--- config.mk ---
export PLATFORM = sky130hd
export DESIGN_NAME = substring_search_matcher
export DESIGN_NICKNAME = d
export VERILOG_FILES = /design/src/design/ssm_pkg.sv /design/src/design/ssm_cell.sv /design/src/design/substring_search_matcher.sv
export SDC_FILE = /design/constraint.sdc
export NUM_CORES = 1
export LEC_CHECK = 0
export BUFFER_PORTS_ARGS = -buffer_cell sky130_fd_sc_hd__buf_4
export CAP_MARGIN = 20
export CORE_UTILIZATION = 25
export DETAILED_ROUTE_END_ITERATION = 8
export MAX_ROUTING_LAYER = met4
export SYNTH_ARGS = -nofsm -noshare
export SYNTH_HDL_FRONTEND = slang
export SYNTH_HIERARCHICAL = 1
export SYNTH_SLANG_ARGS = --single-unit
--- constraint.sdc ---
create_clock -name clock -period 15.75 [get_ports clock]
set_input_delay 2.3625 -clock clock [delete_from_list [all_inputs] [get_ports clock]]
set_output_delay 2.3625 -clock clock [all_outputs]
set_load 0.01 [all_outputs]
--- src/design/ssm_pkg.sv ---
// ssm_pkg: shared constants, types and helpers for the substring search matcher
// used by ssm_cell and substring_search_matcher; depends on nothing else
package ssm_pkg;

   // needle and buffer sizing
   localparam int MAX_NEEDLE   = 16;
   localparam int BUFFER_LIMIT = 65536;
   localparam int SEEN_WIDTH   = $clog2(BUFFER_LIMIT + 1);
   localparam int IDX_WIDTH    = (MAX_NEEDLE > 1) ? $clog2(MAX_NEEDLE) : 1;

   // fixed field widths
   localparam int BYTE_WIDTH   = 8;
   localparam int LEN_WIDTH    = 5;
   localparam int OFFSET_WIDTH = 16;
   localparam int REG_WIDTH    = 64;
   localparam int CSR_IDX_WIDTH = 2;

   // register indexes
   localparam logic [CSR_IDX_WIDTH-1:0] CSR_NEEDLE_LOW  = 2'd0;
   localparam logic [CSR_IDX_WIDTH-1:0] CSR_NEEDLE_HIGH = 2'd1;
   localparam logic [CSR_IDX_WIDTH-1:0] CSR_NEEDLE_LEN  = 2'd2;
   localparam logic [CSR_IDX_WIDTH-1:0] CSR_IGNORE_CASE = 2'd3;

   // letter bounds for case folding
   localparam logic [BYTE_WIDTH-1:0] LOWER_A    = 8'h61;
   localparam logic [BYTE_WIDTH-1:0] LOWER_Z    = 8'h7a;
   localparam logic [BYTE_WIDTH-1:0] CASE_DELTA = 8'h20;

   // control shared by every cell of the row
   typedef struct packed {
      logic shift;
      logic fold;
   } cell_ctrl_type;

   // per-cell needle byte and whether the cell takes part in the compare
   typedef struct packed {
      logic [BYTE_WIDTH-1:0] needle_byte;
      logic                  in_use;
   } cell_needle_type;

   // map a-z to A-Z when folding is on
   function automatic logic [BYTE_WIDTH-1:0] fold_byte(input logic [BYTE_WIDTH-1:0] b,
                                                       input logic fold);
      if (fold && b >= LOWER_A && b <= LOWER_Z) begin
         return b - CASE_DELTA;
      end
      return b;
   endfunction

endpackage

--- src/design/ssm_cell.sv ---
// ssm_cell: one window byte of the matcher row with its byte compare
// depends on ssm_pkg
module ssm_cell (
   input  logic                          clock,
   input  ssm_pkg::cell_ctrl_type        ctrl,
   input  ssm_pkg::cell_needle_type      needle,
   input  logic [ssm_pkg::BYTE_WIDTH-1:0] in_byte,
   output logic [ssm_pkg::BYTE_WIDTH-1:0] out_byte,
   output logic                          hit
);

   logic [ssm_pkg::BYTE_WIDTH-1:0] byte_ff;

   // the byte this cell will hold after the shift is what gets compared
   assign hit = !needle.in_use ||
                (ssm_pkg::fold_byte(in_byte, ctrl.fold) ==
                 ssm_pkg::fold_byte(needle.needle_byte, ctrl.fold));

   // shift in from the newer neighbor
   always_ff @(posedge clock) begin
      if (ctrl.shift) begin
         byte_ff <= in_byte;
      end
   end

   assign out_byte = byte_ff;

endmodule

--- src/design/substring_search_matcher.sv ---
// substring_search_matcher: streaming first-match finder over a row of byte cells
// depends on ssm_pkg and ssm_cell
//
//   channel | direction | fields                        | handshake
//   req     | in        | data_byte, last_byte          | req_valid / req_ready
//   rsp     | out       | found, match_offset           | rsp_valid / rsp_ready
//   csr     | in        | index, wdata                  | csr_valid / csr_ready
//
// one byte per cycle while req is not stalled: every cell compares its incoming byte in the accept cycle,
// the and of the cell hits is registered straight into the result register.
// result appears the cycle after the byte that causes it; one byte per clock sustained while req is not stalled.
// reset is synchronous and restores the configuration, search state and rsp_valid registers and rearms the search.
// req stalls only while a result waits in the output register and rsp_ready is low.
module substring_search_matcher (
   input  logic                             clock,
   input  logic                             reset,
   input  logic                             req_valid,
   output logic                             req_ready,
   input  logic [ssm_pkg::BYTE_WIDTH-1:0]   req_data_byte,
   input  logic                             req_last_byte,
   output logic                             rsp_valid,
   input  logic                             rsp_ready,
   output logic                             rsp_found,
   output logic [ssm_pkg::OFFSET_WIDTH-1:0] rsp_match_offset,
   input  logic                             csr_valid,
   output logic                             csr_ready,
   input  logic [ssm_pkg::CSR_IDX_WIDTH-1:0] csr_index,
   input  logic [ssm_pkg::REG_WIDTH-1:0]    csr_wdata
);

   localparam int N = ssm_pkg::MAX_NEEDLE;
   localparam int B = ssm_pkg::BYTE_WIDTH;

   // configuration registers
   logic [ssm_pkg::REG_WIDTH-1:0] needle_low_ff, needle_high_ff;
   logic [ssm_pkg::LEN_WIDTH-1:0] needle_len_ff;
   logic                          ignore_case_ff;

   // search state
   logic [ssm_pkg::SEEN_WIDTH-1:0] seen_ff, seen_in;
   logic                           found_ff, found_in;

   // result register
   logic                             rsp_valid_ff, rsp_valid_in;
   logic                             rsp_found_ff, rsp_found_in;
   logic [ssm_pkg::OFFSET_WIDTH-1:0] rsp_offset_ff, rsp_offset_in;

   logic [2*ssm_pkg::REG_WIDTH-1:0] needle_flat;
   logic [ssm_pkg::LEN_WIDTH-1:0]   act_len, len_m1;
   logic [ssm_pkg::SEEN_WIDTH-1:0]  seen_next;
   logic                            accept, counted, all_hit, hit;
   ssm_pkg::cell_ctrl_type          ctrl;
   ssm_pkg::cell_needle_type        cell_needle [N];
   logic [B-1:0]                    chain [N+1];
   logic [N-1:0]                    cell_hit;

   // configuration writes, always accepted
   assign csr_ready = 1'b1;

   always_ff @(posedge clock) begin
      if (reset) begin
         needle_low_ff  <= '0;
         needle_high_ff <= '0;
         needle_len_ff  <= ssm_pkg::LEN_WIDTH'(1);
         ignore_case_ff <= 1'b0;
      end else if (csr_valid) begin
         case (csr_index)
            ssm_pkg::CSR_NEEDLE_LOW:  needle_low_ff  <= csr_wdata;
            ssm_pkg::CSR_NEEDLE_HIGH: needle_high_ff <= csr_wdata;
            ssm_pkg::CSR_NEEDLE_LEN:  needle_len_ff  <= csr_wdata[ssm_pkg::LEN_WIDTH-1:0];
            ssm_pkg::CSR_IGNORE_CASE: ignore_case_ff <= csr_wdata[0];
            default: ;
         endcase
      end
   end

   // clamp the needle length to 1..MAX_NEEDLE
   always_comb begin
      if (needle_len_ff == '0) begin
         act_len = ssm_pkg::LEN_WIDTH'(1);
      end else if (needle_len_ff > ssm_pkg::LEN_WIDTH'(N)) begin
         act_len = ssm_pkg::LEN_WIDTH'(N);
      end else begin
         act_len = needle_len_ff;
      end
   end

   assign len_m1      = act_len - ssm_pkg::LEN_WIDTH'(1);
   assign needle_flat = {needle_high_ff, needle_low_ff};

   // handshake and counting
   assign req_ready = !rsp_valid_ff || rsp_ready;
   assign accept    = req_valid && req_ready;
   assign counted   = seen_ff < ssm_pkg::SEEN_WIDTH'(ssm_pkg::BUFFER_LIMIT);
   assign seen_next = seen_ff + ssm_pkg::SEEN_WIDTH'(1);

   assign ctrl.shift = accept && counted;
   assign ctrl.fold  = ignore_case_ff;

   // row of cells: cell k holds window entry k and checks needle byte n-1-k
   assign chain[0] = req_data_byte;

   for (genvar k = 0; k < N; k++) begin : g_cell
      logic [ssm_pkg::LEN_WIDTH-1:0] nidx;
      assign nidx = len_m1 - ssm_pkg::LEN_WIDTH'(k);
      assign cell_needle[k].in_use      = act_len > ssm_pkg::LEN_WIDTH'(k);
      assign cell_needle[k].needle_byte =
         needle_flat[nidx[ssm_pkg::IDX_WIDTH-1:0]*B +: B];

      ssm_cell u_cell (
         .clock    (clock),
         .ctrl     (ctrl),
         .needle   (cell_needle[k]),
         .in_byte  (chain[k]),
         .out_byte (chain[k+1]),
         .hit      (cell_hit[k])
      );
   end

   // first match of this buffer
   assign all_hit = &cell_hit;
   assign hit     = counted && !found_ff && all_hit &&
                    (seen_next >= ssm_pkg::SEEN_WIDTH'(act_len));

   // next state for search and result register
   always_comb begin
      seen_in       = seen_ff;
      found_in      = found_ff;
      rsp_valid_in  = rsp_valid_ff && !rsp_ready;
      rsp_found_in  = rsp_found_ff;
      rsp_offset_in = rsp_offset_ff;
      if (accept) begin
         if (counted) begin
            seen_in = seen_next;
         end
         if (hit) begin
            found_in      = 1'b1;
            rsp_valid_in  = 1'b1;
            rsp_found_in  = 1'b1;
            rsp_offset_in = ssm_pkg::OFFSET_WIDTH'(seen_next -
                                                   ssm_pkg::SEEN_WIDTH'(act_len));
         end else if (req_last_byte && !found_ff) begin
            rsp_valid_in  = 1'b1;
            rsp_found_in  = 1'b0;
            rsp_offset_in = '0;
         end
         if (req_last_byte) begin
            seen_in  = '0;
            found_in = 1'b0;
         end
      end
   end

   always_ff @(posedge clock) begin
      if (reset) begin
         seen_ff      <= '0;
         found_ff     <= 1'b0;
         rsp_valid_ff <= 1'b0;
      end else begin
         seen_ff      <= seen_in;
         found_ff     <= found_in;
         rsp_valid_ff <= rsp_valid_in;
      end
      rsp_found_ff  <= rsp_found_in;
      rsp_offset_ff <= rsp_offset_in;
   end

   assign rsp_valid        = rsp_valid_ff;
   assign rsp_found        = rsp_found_ff;
   assign rsp_match_offset = rsp_offset_ff;

   // byte counter never passes the buffer limit
   a_seen_bound: assert property (@(posedge clock) disable iff (reset)
      seen_ff <= ssm_pkg::SEEN_WIDTH'(ssm_pkg::BUFFER_LIMIT))
      else $error("byte counter beyond buffer limit");

   // a final byte rearms the search
   a_rearm: assert property (@(posedge clock) disable iff (reset)
      accept && req_last_byte |=> seen_ff == '0 && !found_ff)
      else $error("search not rearmed after final byte");

   // a match mid-buffer sets found and presents a found result
   a_found_sticky: assert property (@(posedge clock) disable iff (reset)
      accept && hit && !req_last_byte |=> found_ff && rsp_valid && rsp_found)
      else $error("match not recorded");

   // no second found result inside one buffer
   a_single_hit: assert property (@(posedge clock) disable iff (reset)
      found_ff |-> !hit)
      else $error("second match reported in one buffer");

endmodule
Yosys cells after proc, flatten, opt, wreduce, memory -nomap -nowiden
Index checks and enable logic that the tools add are counted.

storage, ports and cells
  flip-flop bits (word level) = 290
  latch bits = 0
  RAM bits = 0
  memory bits (read-only) = 0
  input port bits = 80
  output and inout port bits = 20
  word-level logic and storage cells = 420
  memories kept = 0

cells by class
  add/subtract/negate cells = 50
  $mul = 0
  div/mod/pow operators = 0
  $lt $le $gt $ge = 83
  eq/ne operators = 19
  shift operators = 16
  muxes and demuxes = 108
  bitwise gates (word level) = 0
  reduce and logical (&&, ||, !) cells = 120

operators by type and width
  cell                                                               number
  variable part select 128 x 8 -> 8 bit                              16
  2-to-1 mux 8 bit                                                   64
  greater-or-equal comparator 8 x 7 -> 1 bit, second input constant  32
  <= comparator 8 x 7 -> 1 bit, second input constant                32
  subtractor 8 x 6 -> 8 bit, second input constant                   32
  equality test 8 bit                                                16
  logical AND 1 bit                                                  71
  > comparator 5 x 4 -> 1 bit, second input constant                 8
  2-to-1 mux 1 bit                                                   38
  2-to-1 mux 17 bit                                                  2
  2-to-1 mux 16 bit                                                  2
  subtractor 4 bit, second input constant                            8
  > comparator 5 x 3 -> 1 bit, second input constant                 4
  zero test 1 bit                                                    19
  adder 17 x 1 -> 17 bit, second input constant                      1
  greater-or-equal comparator 17 x 5 -> 1 bit                        1
  logical OR 1 bit                                                   17
  less-than comparator 17 bit, second input constant                 1
  AND reduction 16 bit                                               1
  subtractor 16 x 5 -> 16 bit                                        1
  subtractor 4 x 3 -> 4 bit, second input constant                   4
  AND reduction 2 bit                                                7
  > comparator 5 x 1 -> 1 bit, second input constant                 2
  > comparator 5 x 2 -> 1 bit, second input constant                 2
  other kinds (9)                                                    15

Depth between registers and ports, before layout
  word-level depth = 18
  depth in mapped cells = 31

Modules after synthesis
The synthesis kept the hierarchy.

by module, submodules not included
  module                    instances  cells an instance  area an instance (µm²)  sequential area each (µm²)
  substring_search_matcher  1          1483               12779.8                 3573.4
  ssm_cell                  16         48                 566.8                   240.2

Worst setup path after synthesis
No wires, ideal clock.

  kind = input -> register
  start = in rsp_ready
  end = reg g_cell[0].u_cell.byte_ff, in the netlist g_cell[0].u_cell/out_byte[0], enable pin
  data arrival time = 8077 ps
  setup slack = 7056 ps
  stages on the path = 3
  path buffers = 0
  cells stage by stage = nand2b_1 nand2_1 nor2_1

RTL lines
  what                    line                            text
  start: declaration      substring_search_matcher.sv:22  input logic rsp_ready,
  end signal: assignment  ssm_cell.sv:22                  byte_ff <= in_byte;
  end: declaration        ssm_cell.sv:12                  logic [ssm_pkg::BYTE_WIDTH-1:0] byte_ff;

==> metrics.md <==
| Metric | Value |
|---|---|
| Register area | `between 7000 and 8000 sq um` |
| First-pass GRT wire length | `105,000 microns` |
| Worst-skew pair later-pin latency | `approximately 0.56 ns` |
| Status | `completed` |
| Gp weighted congestion | `just under 1` |
| Hold path start | `needle_low_ff[45]` |
| Io pins | `100` |
| Area grow syn2layout | `14.2%` |
| Worst EP arrival | `8.61 ns` |
| Final Util | `0.289` |
| Number of gates resized after CTS | `0` |
| Die Ht | `296 microns` |
| Slew HR | `0.258` |
| RSZ-0062 raised after global routing | `false` |
| Grt total ovfl | `0` |
| Post-Synthesis Mean Instance Area | `between 9 and 10 sq um` |
| Starting Density | `0.253` |
| Critical-path cell list | `nor3_1 -> o21ai_4 -> buf_4 -> inv_1 -> ha_4 -> buf_4 -> mux2i_1 -> mux2i_1 -> mux2i_1 -> inv_1 -> ha_1 -> xor2_1 -> xnor2_1 -> nor3b_1 -> a211oi_1 -> o41ai_2 -> nand4_1 -> or3_1 -> or4_1 -> inv_1 -> o31ai_4 -> a21oi_1 -> buf_4` |
| RR Startpoint | `needle_len_ff[3]` |
| Fin. Hold Viols | `0` |
| Post-synthesis net count | `about 2,400` |
| Worst vdd ir | `about 0.062 mV` |
| Initial antenna violation count | `0` |
| Delay of the slowest cell on the worst path | `~0.76 ns` |
| Total core area | `~85,000 sq um` |
| Total GRT Usage | `0.166` |
| Max H-tree Level | `2` |
| Max-Cap Viols | `0` |
| Placement Rows | `107` |
| Crit Path Category | `reg -> reg` |
| Area of the mapped netlist | `around 22,000 sq um` |
| Bufs and invs on worst path | `6` |
| Die Wd | `296 microns` |
| Clock Path Buffers | `3` |
| Root buffer cell | `clkbuf_16` |
| Critical path required time | `15.99 ns` |
| Clock transition at path regs | `0.06 ns` |
| Final setup vio count | `0` |
| CP delay by family, top | `buffers and inverters` |
| Routed wire per std cell | `about 21 microns` |
| DRT antenna net count | `0` |
| Crit. End Element | `flop` |
| Crit Path Max Fanout | `65` |
| CP max-delay cell | `buf_4` |
| CTS tree | `done` |
| Area used by multi-input combinational logic | `about 14,000 sq um` |
| DR iter-0 viols | `1,401` |
| Clk sinks | `290` |
| Hold-fix buffers, CTS | `0` |
| Vias per cell | `approximately 5.0` |
| PortBufs | `slightly below 100` |
| Fillers | `between 9,000 and 10,000` |
| Final cycle utilization of the critical path | `0.532` |
| FMAX | `about 120 MHz` |
| Max-slew violations | `0` |
| CP Launch Type | `flop` |
| Final min period | `8.37 ns` |
| P_leak | `9.11 nW` |
| Worst-margin pin slew | `around 1.1 ns` |
| Detailed Route WL | `71,700 microns` |
| Setup Buffers After CTS | `0` |
| Total die area | `around 88,000 sq um` |
| Drc violations | `0` |
| HPWL Detailed | `between 50,000 and 60,000 microns` |
| Worst hold path type | `reg -> reg` |
| YS warnings | `6` |
| First-pass DRT Iterations | `5` |
| CP Launch Point | `needle_len_ff[3]` |
| Layout cells sized above 1 | `0.124` |
| Most common cell after layout, fill and taps aside | `mux2i_1` |
| Via count of the first global-routing pass | `between 15,000 and 20,000` |
| Total CTS buffers | `34` |
| Most frequent cells in the layout | `517 x mux2i_1, 310 x nand2_1, 177 x a21oi_1` |
| Vias | `approximately 17,000` |
| Mapped Cells | `around 2,200` |
| Skew final | `0.0146 ns` |
| Power Dens Cells | `slightly below 90 nW/um^2` |
| Largest net degree at the start of global routing | `83` |
| TNS Setup | `0 ns` |
| Fin nets | `roughly 2,400` |
worst reg2reg max path, stage by stage (launching register included):
cell      delay [ns]
dfxtp_1         0.55
nor3_1          0.13
o21ai_4         0.13
buf_4           0.76
inv_1           0.33
ha_4            0.64
buf_4           0.66
mux2i_1         0.71
mux2i_1         0.30
mux2i_1         0.36
inv_1           0.08
ha_1            0.24
xor2_1          0.16
xnor2_1         0.13
nor3b_1         0.22
a211oi_1        0.10
o41ai_2         0.49
nand4_1         0.28
or3_1           0.36
or4_1           0.67
inv_1           0.17
o31ai_4         0.17
a21oi_1         0.17
buf_4           0.25
power breakdown:
part           total (mW)  leakage [nW]  internal, mW  switching, mW
clock               0.789         0.540         0.462          0.327
sequential          0.870          2.58         0.828         0.0412
combinational       0.479          5.99         0.196          0.283
total                2.14          9.11          1.49          0.651
final timing paths:
check / slack, ns / cells after the start / to
worst max register to register: 7.38 / 23 / rsp_match_offset[7]
worst max-delay path: 7.38 / 23 / rsp_match_offset[7]
worst min register to register: 0.47 / 2 / needle_low_ff[45]
worst min-delay path: 0.47 / 2 / needle_low_ff[45]
state kept, by name, indices dropped and copies added (netlist names):
signal,flops
needle_len_ff,5
rsp_found,1
needle_high_ff,64
found_ff,1
seen_ff,17
needle_low_ff,64
g_cell.u_cell/out_byte,120
rsp_valid,1
ignore_case_ff,1
rsp_match_offset,16
metal layers:
| layer | vias up | track usage | part of all wire |
|---|---|---|---|
| li1 | 8240 | - | - |
| met1 | 8361 | 0.227 | 0.46 |
| met2 | 431 | 0.255 | 0.45 |
| met3 | 81 | 0.0211 | 0.055 |
| met4 | 0 | 0.0458 | 0.027 |
| met5 | - | - | 0 |
area by class of cell:
type	count	area share
sequential	290	0.291
antenna	1	0.000101
clock buffer	45	0.0386
clock inverter	14	0.00623
inverter	113	0.0172
timing repair buffer	119	0.0368
multi-input combinational	1727	0.552
tap	1144	0.0580
metrics by stage:
step                hold slack [ns]  power, mW  cells  setup WS [ns]  area [sq um]
floorplan                     0.448       1.22   2243           7.40         21600
global placement              0.458       1.35   3391           7.56         23500
detailed placement            0.465       1.36   3391           7.49         23500
CTS                           0.470       2.15   3450           7.47         24700
global route                  0.490       2.22   3452           7.07         24700
finish                        0.470       2.14   3453           7.38         24700
Note: power is estimated with default switching activity, not from simulation.
